==> src/design/dst_pkg.sv <==
`default_nettype none
// ----------------------------------------------------------------------------
// dst_pkg
// Shared types and constants of the deadline slot timer: request kinds,
// error codes, result layout and sequencer states.
// ----------------------------------------------------------------------------
package dst_pkg;

    // table geometry
    localparam int SLOT_COUNT = 4;
    localparam int SLOT_AW    = (SLOT_COUNT > 1) ? $clog2(SLOT_COUNT) : 1;
    localparam int SLOT_FW    = 4;
    localparam int TIME_W     = 64;
    localparam int KIND_W     = 2;
    localparam int CODE_W     = 2;

    // request kinds
    typedef enum logic [KIND_W-1:0] {
        KIND_TICK    = 2'd0,
        KIND_SET     = 2'd1,
        KIND_CANCEL  = 2'd2,
        KIND_UNKNOWN = 2'd3
    } t_kind;

    // error codes
    typedef enum logic [CODE_W-1:0] {
        ERR_ARMED = 2'd0,
        ERR_RANGE = 2'd1,
        ERR_KIND  = 2'd2
    } t_err;

    // result kinds
    localparam logic RES_TIMEOUT = 1'b0;
    localparam logic RES_ERROR   = 1'b1;

    // one result beat
    typedef struct packed {
        logic              result_kind;
        logic [SLOT_FW-1:0] result_slot;
        logic [CODE_W-1:0] error_code;
        logic [TIME_W-1:0] stamp;
        logic              last;
    } t_res;

    // result handed from the sequencer to the output stage
    typedef struct packed {
        logic valid;
        t_res res;
    } t_push;

    // sequencer states
    typedef enum logic [1:0] {
        S_IDLE  = 2'd0,
        S_SCAN  = 2'd1,
        S_DRAIN = 2'd2,
        S_EMIT  = 2'd3
    } t_state;

endpackage : dst_pkg
`default_nettype wire

==> src/design/dst_chan_if.sv <==
`default_nettype none
// ----------------------------------------------------------------------------
// dst_chan_if
// Valid/ready channels of the deadline slot timer: the request channel and
// the result channel.
// ----------------------------------------------------------------------------
interface dst_req_if;
    logic                          valid;
    logic                          ready;
    logic [dst_pkg::KIND_W-1:0]    kind;
    logic [dst_pkg::SLOT_FW-1:0]   slot;
    logic [dst_pkg::TIME_W-1:0]    deadline;
    logic [dst_pkg::TIME_W-1:0]    now;

    modport source (output valid, kind, slot, deadline, now, input ready);
    modport sink   (input valid, kind, slot, deadline, now, output ready);
endinterface : dst_req_if

interface dst_rsp_if;
    logic                          valid;
    logic                          ready;
    logic                          result_kind;
    logic [dst_pkg::SLOT_FW-1:0]   result_slot;
    logic [dst_pkg::CODE_W-1:0]    error_code;
    logic [dst_pkg::TIME_W-1:0]    stamp;
    logic                          last;

    modport source (output valid, result_kind, result_slot, error_code, stamp, last,
                    input ready);
    modport sink   (input valid, result_kind, result_slot, error_code, stamp, last,
                    output ready);
endinterface : dst_rsp_if
`default_nettype wire

==> src/design/dst_ram.sv <==
`default_nettype none
// ----------------------------------------------------------------------------
// dst_ram
// Generic single-write, single-read synchronous RAM with registered read data.
// ----------------------------------------------------------------------------
module dst_ram #(
    parameter int WIDTH = 64,
    parameter int DEPTH = 4
) (
    input  wire logic                                        i_clk,
    input  wire logic                                        i_we,
    input  wire logic [((DEPTH > 1) ? $clog2(DEPTH) : 1)-1:0] i_waddr,
    input  wire logic [WIDTH-1:0]                            i_wdata,
    input  wire logic                                        i_re,
    input  wire logic [((DEPTH > 1) ? $clog2(DEPTH) : 1)-1:0] i_raddr,
    output logic      [WIDTH-1:0]                            o_rdata
);

    logic [WIDTH-1:0] r_mem [DEPTH];

    // write port
    always_ff @(posedge i_clk) begin
        if (i_we) begin
            r_mem[i_waddr] <= i_wdata;
        end
    end

    // registered read port
    always_ff @(posedge i_clk) begin
        if (i_re) begin
            o_rdata <= r_mem[i_raddr];
        end
    end

endmodule : dst_ram
`default_nettype wire

==> src/design/dst_seq.sv <==
`default_nettype none
// ----------------------------------------------------------------------------
// dst_seq
// Request sequencer: decodes requests, keeps the armed flags, scans the
// deadline RAM one slot a cycle on a tick, and emits expired slots in order.
// ----------------------------------------------------------------------------
module dst_seq (
    input  wire logic                          i_clk,
    input  wire logic                          i_rst_n,
    dst_req_if.sink                            i_req,
    input  wire logic                          i_out_free,
    output dst_pkg::t_push                     o_push,
    output logic                               o_ram_we,
    output logic [dst_pkg::SLOT_AW-1:0]        o_ram_waddr,
    output logic [dst_pkg::TIME_W-1:0]         o_ram_wdata,
    output logic                               o_ram_re,
    output logic [dst_pkg::SLOT_AW-1:0]        o_ram_raddr,
    input  wire logic [dst_pkg::TIME_W-1:0]    i_ram_rdata
);
    import dst_pkg::*;

    t_state r_state, n_state;
    logic [SLOT_COUNT-1:0] r_armed;
    logic [SLOT_COUNT-1:0] r_mask;
    logic [SLOT_AW-1:0]    r_idx;
    logic                  r_cmp_v;
    logic [SLOT_AW-1:0]    r_cmp_idx;
    logic [TIME_W-1:0]     r_now;

    logic                  req_fire;
    t_kind                 kind;
    logic                  in_range;
    logic [SLOT_AW-1:0]    idx;
    logic                  idx_armed;
    logic                  hit;
    logic [SLOT_AW-1:0]    pick;
    logic [SLOT_COUNT-1:0] pick_bit;
    logic                  pick_last;
    logic                  emit;

    // decode the request beat
    assign req_fire  = i_req.valid && i_req.ready;
    assign kind      = t_kind'(i_req.kind);
    assign in_range  = {1'b0, i_req.slot} < (SLOT_FW + 1)'(SLOT_COUNT);
    assign idx       = i_req.slot[SLOT_AW-1:0];
    assign idx_armed = in_range && r_armed[idx];

    // compare the deadline read last cycle
    assign hit = r_cmp_v && r_armed[r_cmp_idx] && (r_now >= i_ram_rdata);

    // pick the lowest expired slot
    always_comb begin
        pick     = '0;
        pick_bit = '0;
        for (int i = SLOT_COUNT - 1; i >= 0; i--) begin
            if (r_mask[i]) begin
                pick = SLOT_AW'(i);
            end
        end
        pick_bit[pick] = 1'b1;
        pick_last      = (r_mask & ~pick_bit) == '0;
    end

    assign emit = (r_state == S_EMIT) && i_out_free && (r_mask != '0);

    // next state
    always_comb begin
        n_state = r_state;
        unique case (r_state)
            S_IDLE: begin
                if (req_fire && kind == KIND_TICK) begin
                    n_state = S_SCAN;
                end
            end
            S_SCAN: begin
                if (r_idx == SLOT_AW'(SLOT_COUNT - 1)) begin
                    n_state = S_DRAIN;
                end
            end
            S_DRAIN: begin
                n_state = S_EMIT;
            end
            S_EMIT: begin
                if (r_mask == '0 || (emit && pick_last)) begin
                    n_state = S_IDLE;
                end
            end
            default: begin
                n_state = S_IDLE;
            end
        endcase
    end

    // outputs
    always_comb begin
        i_req.ready  = (r_state == S_IDLE) && i_out_free;
        o_ram_we     = req_fire && kind == KIND_SET && in_range && !idx_armed;
        o_ram_waddr  = idx;
        o_ram_wdata  = i_req.deadline;
        o_ram_re     = (r_state == S_SCAN);
        o_ram_raddr  = r_idx;

        o_push                 = '0;
        o_push.res.result_slot = i_req.slot;
        o_push.res.result_kind = RES_ERROR;
        o_push.res.last        = 1'b1;
        unique case (r_state)
            S_IDLE: begin
                if (req_fire) begin
                    if (kind == KIND_UNKNOWN) begin
                        o_push.valid          = 1'b1;
                        o_push.res.error_code = ERR_KIND;
                    end else if (kind != KIND_TICK && !in_range) begin
                        o_push.valid          = 1'b1;
                        o_push.res.error_code = ERR_RANGE;
                    end else if (kind == KIND_SET && idx_armed) begin
                        o_push.valid          = 1'b1;
                        o_push.res.error_code = ERR_ARMED;
                    end
                end
            end
            S_EMIT: begin
                o_push.valid           = emit;
                o_push.res.result_kind = RES_TIMEOUT;
                o_push.res.result_slot = SLOT_FW'(pick);
                o_push.res.error_code  = '0;
                o_push.res.stamp       = r_now;
                o_push.res.last        = pick_last;
            end
            default: begin
                o_push.valid = 1'b0;
            end
        endcase
    end

    // state register
    always_ff @(posedge i_clk) begin
        if (!i_rst_n) begin
            r_state <= S_IDLE;
        end else begin
            r_state <= n_state;
        end
    end

    // armed flags: set, cancel and expiry
    always_ff @(posedge i_clk) begin
        if (!i_rst_n) begin
            r_armed <= '0;
        end else begin
            if (o_ram_we) begin
                r_armed[idx] <= 1'b1;
            end
            if (req_fire && kind == KIND_CANCEL && in_range) begin
                r_armed[idx] <= 1'b0;
            end
            if (hit) begin
                r_armed[r_cmp_idx] <= 1'b0;
            end
        end
    end

    // expired-slot mask: clear on tick, collect on scan, drop on emit
    always_ff @(posedge i_clk) begin
        if (!i_rst_n) begin
            r_mask <= '0;
        end else if (req_fire && kind == KIND_TICK) begin
            r_mask <= '0;
        end else begin
            if (hit) begin
                r_mask[r_cmp_idx] <= 1'b1;
            end
            if (emit) begin
                r_mask <= r_mask & ~pick_bit;
            end
        end
    end

    // scan address and compare stage
    always_ff @(posedge i_clk) begin
        if (!i_rst_n) begin
            r_idx   <= '0;
            r_cmp_v <= 1'b0;
        end else begin
            r_cmp_v <= (r_state == S_SCAN);
            if (req_fire && kind == KIND_TICK) begin
                r_idx <= '0;
            end else if (r_state == S_SCAN && r_idx != SLOT_AW'(SLOT_COUNT - 1)) begin
                r_idx <= r_idx + SLOT_AW'(1);
            end
        end
    end

    // hold the tick time and the slot in compare
    always_ff @(posedge i_clk) begin
        r_cmp_idx <= r_idx;
        if (req_fire && kind == KIND_TICK) begin
            r_now <= i_req.now;
        end
    end

endmodule : dst_seq
`default_nettype wire

==> src/design/dst_out_reg.sv <==
`default_nettype none
// ----------------------------------------------------------------------------
// dst_out_reg
// Output register of the result channel: holds one result beat until the
// receiver takes it, and reports when it can load the next one.
// ----------------------------------------------------------------------------
module dst_out_reg (
    input  wire logic           i_clk,
    input  wire logic           i_rst_n,
    input  wire dst_pkg::t_push i_push,
    output logic                o_free,
    dst_rsp_if.source           o_rsp
);
    import dst_pkg::*;

    logic r_valid;
    t_res r_res;

    assign o_free = !r_valid || o_rsp.ready;

    // load a new beat or drop the taken one
    always_ff @(posedge i_clk) begin
        if (!i_rst_n) begin
            r_valid <= 1'b0;
        end else if (i_push.valid) begin
            r_valid <= 1'b1;
        end else if (o_rsp.ready) begin
            r_valid <= 1'b0;
        end
    end

    // payload
    always_ff @(posedge i_clk) begin
        if (i_push.valid) begin
            r_res <= i_push.res;
        end
    end

    // drive the channel
    assign o_rsp.valid       = r_valid;
    assign o_rsp.result_kind = r_res.result_kind;
    assign o_rsp.result_slot = r_res.result_slot;
    assign o_rsp.error_code  = r_res.error_code;
    assign o_rsp.stamp       = r_res.stamp;
    assign o_rsp.last        = r_res.last;

endmodule : dst_out_reg
`default_nettype wire

==> src/design/deadline_slot_timer.sv <==
`default_nettype none
// ----------------------------------------------------------------------------
// deadline_slot_timer
// Table of SLOT_COUNT timeout slots, each with an armed flag and a deadline.
//
// i_req carries one request a beat: tick (with now), set (slot, deadline),
// cancel (slot), or an unknown kind. o_rsp carries result beats: timeouts of
// expired slots in ascending slot order, or a single error; last marks the
// final beat that a request causes. Successful set and cancel, and a tick
// with nothing expired, give no beat.
// Set and cancel complete as the request is accepted; an error beat shows in
// the output register the cycle after the request. A tick reads the deadline
// RAM one slot a cycle, then after the scan emits one timeout beat a cycle
// for its expired slots while the output register is free.
// Reset clears the armed flags, the sequencer and the output register; the
// deadlines are not cleared, and no clearing pass runs.
// A stalled receiver holds the output register; requests and timeout beats
// wait until it frees.
// ----------------------------------------------------------------------------
module deadline_slot_timer (
    input  wire logic i_clk,
    input  wire logic i_rst_n,
    dst_req_if.sink   i_req,
    dst_rsp_if.source o_rsp
);
    import dst_pkg::*;

    t_push              push;
    logic               out_free;
    logic               ram_we;
    logic [SLOT_AW-1:0] ram_waddr;
    logic [TIME_W-1:0]  ram_wdata;
    logic               ram_re;
    logic [SLOT_AW-1:0] ram_raddr;
    logic [TIME_W-1:0]  ram_rdata;

    // request sequencer
    dst_seq u_seq (
        .i_clk       (i_clk),
        .i_rst_n     (i_rst_n),
        .i_req       (i_req),
        .i_out_free  (out_free),
        .o_push      (push),
        .o_ram_we    (ram_we),
        .o_ram_waddr (ram_waddr),
        .o_ram_wdata (ram_wdata),
        .o_ram_re    (ram_re),
        .o_ram_raddr (ram_raddr),
        .i_ram_rdata (ram_rdata)
    );

    // deadline store
    dst_ram #(
        .WIDTH (TIME_W),
        .DEPTH (SLOT_COUNT)
    ) u_deadline_ram (
        .i_clk   (i_clk),
        .i_we    (ram_we),
        .i_waddr (ram_waddr),
        .i_wdata (ram_wdata),
        .i_re    (ram_re),
        .i_raddr (ram_raddr),
        .o_rdata (ram_rdata)
    );

    // result output register
    dst_out_reg u_out (
        .i_clk   (i_clk),
        .i_rst_n (i_rst_n),
        .i_push  (push),
        .o_free  (out_free),
        .o_rsp   (o_rsp)
    );

endmodule : deadline_slot_timer
`default_nettype wire

==> src/flat_wrapper.sv <==
// flat-port wrapper written by rule: the top's interface ports become plain ports
module deadline_slot_timer_flat import dst_pkg::*;
  (i_clk, i_rst_n, i_req_valid, i_req_kind, i_req_slot, i_req_deadline, i_req_now, i_req_ready, o_rsp_valid, o_rsp_result_kind, o_rsp_result_slot, o_rsp_error_code, o_rsp_stamp, o_rsp_last, o_rsp_ready);
  dst_req_if i_req_i ();
  dst_rsp_if o_rsp_i ();
  input  wire logic i_clk;
  input  wire logic i_rst_n;
  input wire logic [$bits(i_req_i.valid)-1:0] i_req_valid;
  input wire logic [$bits(i_req_i.kind)-1:0] i_req_kind;
  input wire logic [$bits(i_req_i.slot)-1:0] i_req_slot;
  input wire logic [$bits(i_req_i.deadline)-1:0] i_req_deadline;
  input wire logic [$bits(i_req_i.now)-1:0] i_req_now;
  output wire logic [$bits(i_req_i.ready)-1:0] i_req_ready;
  output wire logic [$bits(o_rsp_i.valid)-1:0] o_rsp_valid;
  output wire logic [$bits(o_rsp_i.result_kind)-1:0] o_rsp_result_kind;
  output wire logic [$bits(o_rsp_i.result_slot)-1:0] o_rsp_result_slot;
  output wire logic [$bits(o_rsp_i.error_code)-1:0] o_rsp_error_code;
  output wire logic [$bits(o_rsp_i.stamp)-1:0] o_rsp_stamp;
  output wire logic [$bits(o_rsp_i.last)-1:0] o_rsp_last;
  input wire logic [$bits(o_rsp_i.ready)-1:0] o_rsp_ready;
  assign i_req_i.valid = i_req_valid;
  assign i_req_i.kind = i_req_kind;
  assign i_req_i.slot = i_req_slot;
  assign i_req_i.deadline = i_req_deadline;
  assign i_req_i.now = i_req_now;
  assign i_req_ready = i_req_i.ready;
  assign o_rsp_valid = o_rsp_i.valid;
  assign o_rsp_result_kind = o_rsp_i.result_kind;
  assign o_rsp_result_slot = o_rsp_i.result_slot;
  assign o_rsp_error_code = o_rsp_i.error_code;
  assign o_rsp_stamp = o_rsp_i.stamp;
  assign o_rsp_last = o_rsp_i.last;
  assign o_rsp_i.ready = o_rsp_ready;
  deadline_slot_timer u_core (.i_clk(i_clk), .i_rst_n(i_rst_n), .i_req(i_req_i), .o_rsp(o_rsp_i));
endmodule
==> config.mk <==
export PLATFORM = sky130hd
export DESIGN_NAME = deadline_slot_timer_flat
export DESIGN_NICKNAME = d
export VERILOG_FILES = /design/src/design/dst_pkg.sv /design/src/design/dst_chan_if.sv /design/src/design/dst_ram.sv /design/src/design/dst_seq.sv /design/src/design/dst_out_reg.sv /design/src/design/deadline_slot_timer.sv /design/src/flat_wrapper.sv
export SDC_FILE = /design/constraint.sdc
export NUM_CORES = 1
export LEC_CHECK = 0
export BUFFER_PORTS_ARGS = -buffer_cell sky130_fd_sc_hd__buf_2
export CAP_MARGIN = 10
export CORE_UTILIZATION = 45
export DETAILED_ROUTE_END_ITERATION = 10
export GPL_ROUTABILITY_DRIVEN = 0
export GPL_TIMING_DRIVEN = 0
export PLACE_DENSITY = 0.76
export SYNTH_ARGS = -nofsm -noshare
export SYNTH_HDL_FRONTEND = slang
export SYNTH_SLANG_ARGS = --single-unit
==> constraint.sdc <==
create_clock -name i_clk -period 6.45 [get_ports i_clk]
set_input_delay 0.9675 -clock i_clk [delete_from_list [all_inputs] [get_ports i_clk]]
set_output_delay 0.9675 -clock i_clk [all_outputs]
set_load 0.01 [all_outputs]
==> flow_metrics.tcl <==
set metrics [dict create \
    yosysWarningCount 0 \
    p_leak_nw 8.06 \
    cts_buffer_depth 3 \
    finalSetupTns_ns 0 \
    switchingPower_mw 1.98 \
    cts_tree "done" \
    drt_first_iter_violations 538 \
    synth_most_common_cell "edfxtp_1" \
    place_inst 1722 \
    netlist.area_leader.share_pct 74.4 \
    clk_pin_slew_ns 0.06 \
    cts_sinks 472 \
    p_clk_share_pct 35.2 \
    synthCells 969 \
    post-cts-setup-buffers 0 \
    synth_top_cell_by_area "edfxtp_1" \
    die_h_um 204 \
    worstMarginPinSlew_ns 1.03 \
    utilization_pct 55.4 \
    route.vias.total 9316 \
    cp_max_fo 15 \
    drive_gt1_share_pct 31.1 \
    cts_buffers 48 \
    synth_cell_type_count 62 \
    pre_cts_ws_ns 2.66 \
    synth_nets 1177 \
    synth.area.top_cells "edfxtp_1 74%, mux4_2 8.1%, ha_1 4.8%, and2_1 2.2%, dfxtp_1 1.7%" \
    p_sw_share_pct 24.9 \
    cts_resized 0 \
    vias_per_cell 5.14 \
    hp-class "reg -> reg" \
    antenna_found_initial 4 \
    required_ns 6.73 \
    maxClockFrequency_mhz 315 \
    grt_pass1_wl_um 55700 \
    vdd_drop_max_uv 234 \
    grt_pass1_vias 9645 \
    fin_crit_ns 3.18 \
    die_w_um 204 \
    cap_violations 0 \
    ys_seq_area_share_pct 76.1 \
    synthFlopType "edfxtp_1" \
    async_reset_ff_share_pct 0 \
    nets 1455 \
    finalMaxSlewViolations 0 \
    synthTopCellsByCount "456 x edfxtp_1, 76 x inv_1, 70 x ha_1, 66 x mux4_2, 65 x and2_1" \
    pwr-share-seq_pct 48.4 \
    power.total_mw 7.92 \
    instances_no_fill 1811 \
    fillers 3104 \
    synth-seq-cells 472 \
    worst_skew_pair.late_latency_ns 0.58 \
    cts_max_level 2 \
    dp.final_hpwl_um 25600 \
    period_share_pct 49.2 \
    outcome "completed" \
    cts_hold_buf 0 \
    finClkSkew_ns 0.0188 \
    end_kind "flip-flop" \
    critPathLaunchType "primary input" \
    max_slew_margin_pct 31.2 \
    fin_area_mm2 0.0222 \
    critPathArrivalTime_ns 3.46 \
    overflow 0 \
    grt_max_degree 40 \
    groute.usage.overall_pct 18.1 \
    num_rows 73 \
    finalWirelength_um 37100 \
    power.density_mw_per_mm2 357 \
    pwr-share-comb_pct 16.4 \
    hold_ws_ns 0.390 \
    portBuffers 209 \
    coreArea_mm2 0.0400 \
    worstSetupPathType "in -> reg" \
    setup_violations 0 \
    p_int_mw 5.95 \
    io-pin-count 212 \
    route.detailed.drc 0 \
    postRouteAntennaNets 0 \
    dieArea_mm2 0.0417 \
    hold_violations 0 \
    wire_per_inst_um 20.5 \
    first_pass_iters 5 \
    worst_slack_ns 3.27 \
    synth_edf_count 456 \
    syn_avg_cell_area_um2 19.0 \
    grt_setup_unrepaired "no" \
    synth_area_mm2 0.0184 \
    initial_core_util_pct 46.0 \
    root_buffer "clkbuf_16" \
    dpl_cell_area_mm2 0.0206 \
    syn2layout_area_growth_pct 20.5 \
]
-- layer usage --
metal | routed length, um | global-route usage [%] | share of wire [%]
met5 | 17 | 0 | 0.046
met4 | 964 | 6.10 | 2.6
met3 | 1740 | 3.79 | 4.7
met2 | 18600 | 30.4 | 50
met1 | 15800 | 23.5 | 42
-- state kept, by name (all words and copies together), names as in the netlist, 2 cells and up --
signal,cells
u_core.u_seq.r_mask,4
u_core.u_seq.r_armed,4
u_core.u_deadline_ram.o_rdata,64
u_core.u_out.o_rsp.stamp,64
u_core.u_out.o_rsp.result_slot,4
u_core.u_deadline_ram.r_mem,256
u_core.u_seq.r_state,2
u_core.u_out.o_rsp.error_code,2
u_core.u_seq.o_ram_raddr,2
u_core.u_seq.r_cmp_idx,2
u_core.u_seq.r_now,64
-- power groups by stage --
stage | combinational (mW) | clock [mW] | sequential [mW]
finish | 1.30 | 2.79 | 3.83
global route | 1.45 | 2.96 | 3.86
CTS | 1.34 | 2.85 | 3.84
detailed placement | 1.33 | 0 | 3.90
global placement | 1.24 | 0 | 3.94
floorplan | 0.800 | 0 | 3.96
-- critical path, cell delays in order --
cell and delay [ns]:
buf_6 0.13, mux4_2 0.57, nor3_4 0.19, nand3_4 0.17
nor3_4 0.78, buf_16 0.24, buf_8 0.19, buf_16 0.18
-- path summary, 6_finish.rpt --
path | from | to | slack [ns] | cells after the start
max | i_req_slot[0] | u_core.u_deadline_ram.r_mem[2][26] | 3.27 | 8
max reg2reg | u_core.u_seq.r_state[1] | u_core.u_deadline_ram.r_mem[2][26] | 3.46 | 9
min reg2reg | u_core.u_seq.o_ram_raddr[0] | u_core.u_seq.r_cmp_idx[0] | 0.39 | 0
min | u_core.u_seq.o_ram_raddr[0] | u_core.u_seq.r_cmp_idx[0] | 0.39 | 0
-- cell usage in the layout (no fill, tap or decap), types with 4 or more instances in the layout --
master and count:
a21oi_1 28, and2_1 65, buf_12 5, buf_16 10
buf_2 215, buf_8 4, bufinv_16 6, clkbuf_1 25
clkbuf_16 50, clkinv_1 6, clkinv_2 12, dfxtp_1 16
edfxtp_1 456, ha_1 69, inv_1 75, mux4_2 66
nand2_1 34, nand3_1 8, nand4_1 9, nor2_1 20
nor2b_1 7, o21ai_0 13, o21ai_1 9
-- cell type report --
type	count	area, um^2	area share (%)
timing repair buffer	228	1480	6.68
clock inverter	31	322	1.45
inverter	76	288	1.30
clock buffer	57	1260	5.67
buffer	27	146	0.660
tap	525	657	2.96
antenna	1	2.50	0.0113
multi-input combinational	394	4010	18.1
sequential	472	14000	63.2
-- cells by family (layout without fill, tap and decap cells) --
group | Yosys count | after routing | share of synthesized area, %
AO/OA/AOI/OAI | 82 | 82 | 2.99
XOR/XNOR | 2 | 2 | 0.0952
adder cells (fa/ha/maj) | 72 | 72 | 4.87
buffers and inverters | 103 | 419 | 2.35
flip-flops | 472 | 472 | 76.1
multiplexers | 69 | 69 | 8.24
other | 0 | 1 | 0
AND/OR/NAND/NOR | 169 | 169 | 5.31
No activity file was read; power rests on OpenSTA's default activity.
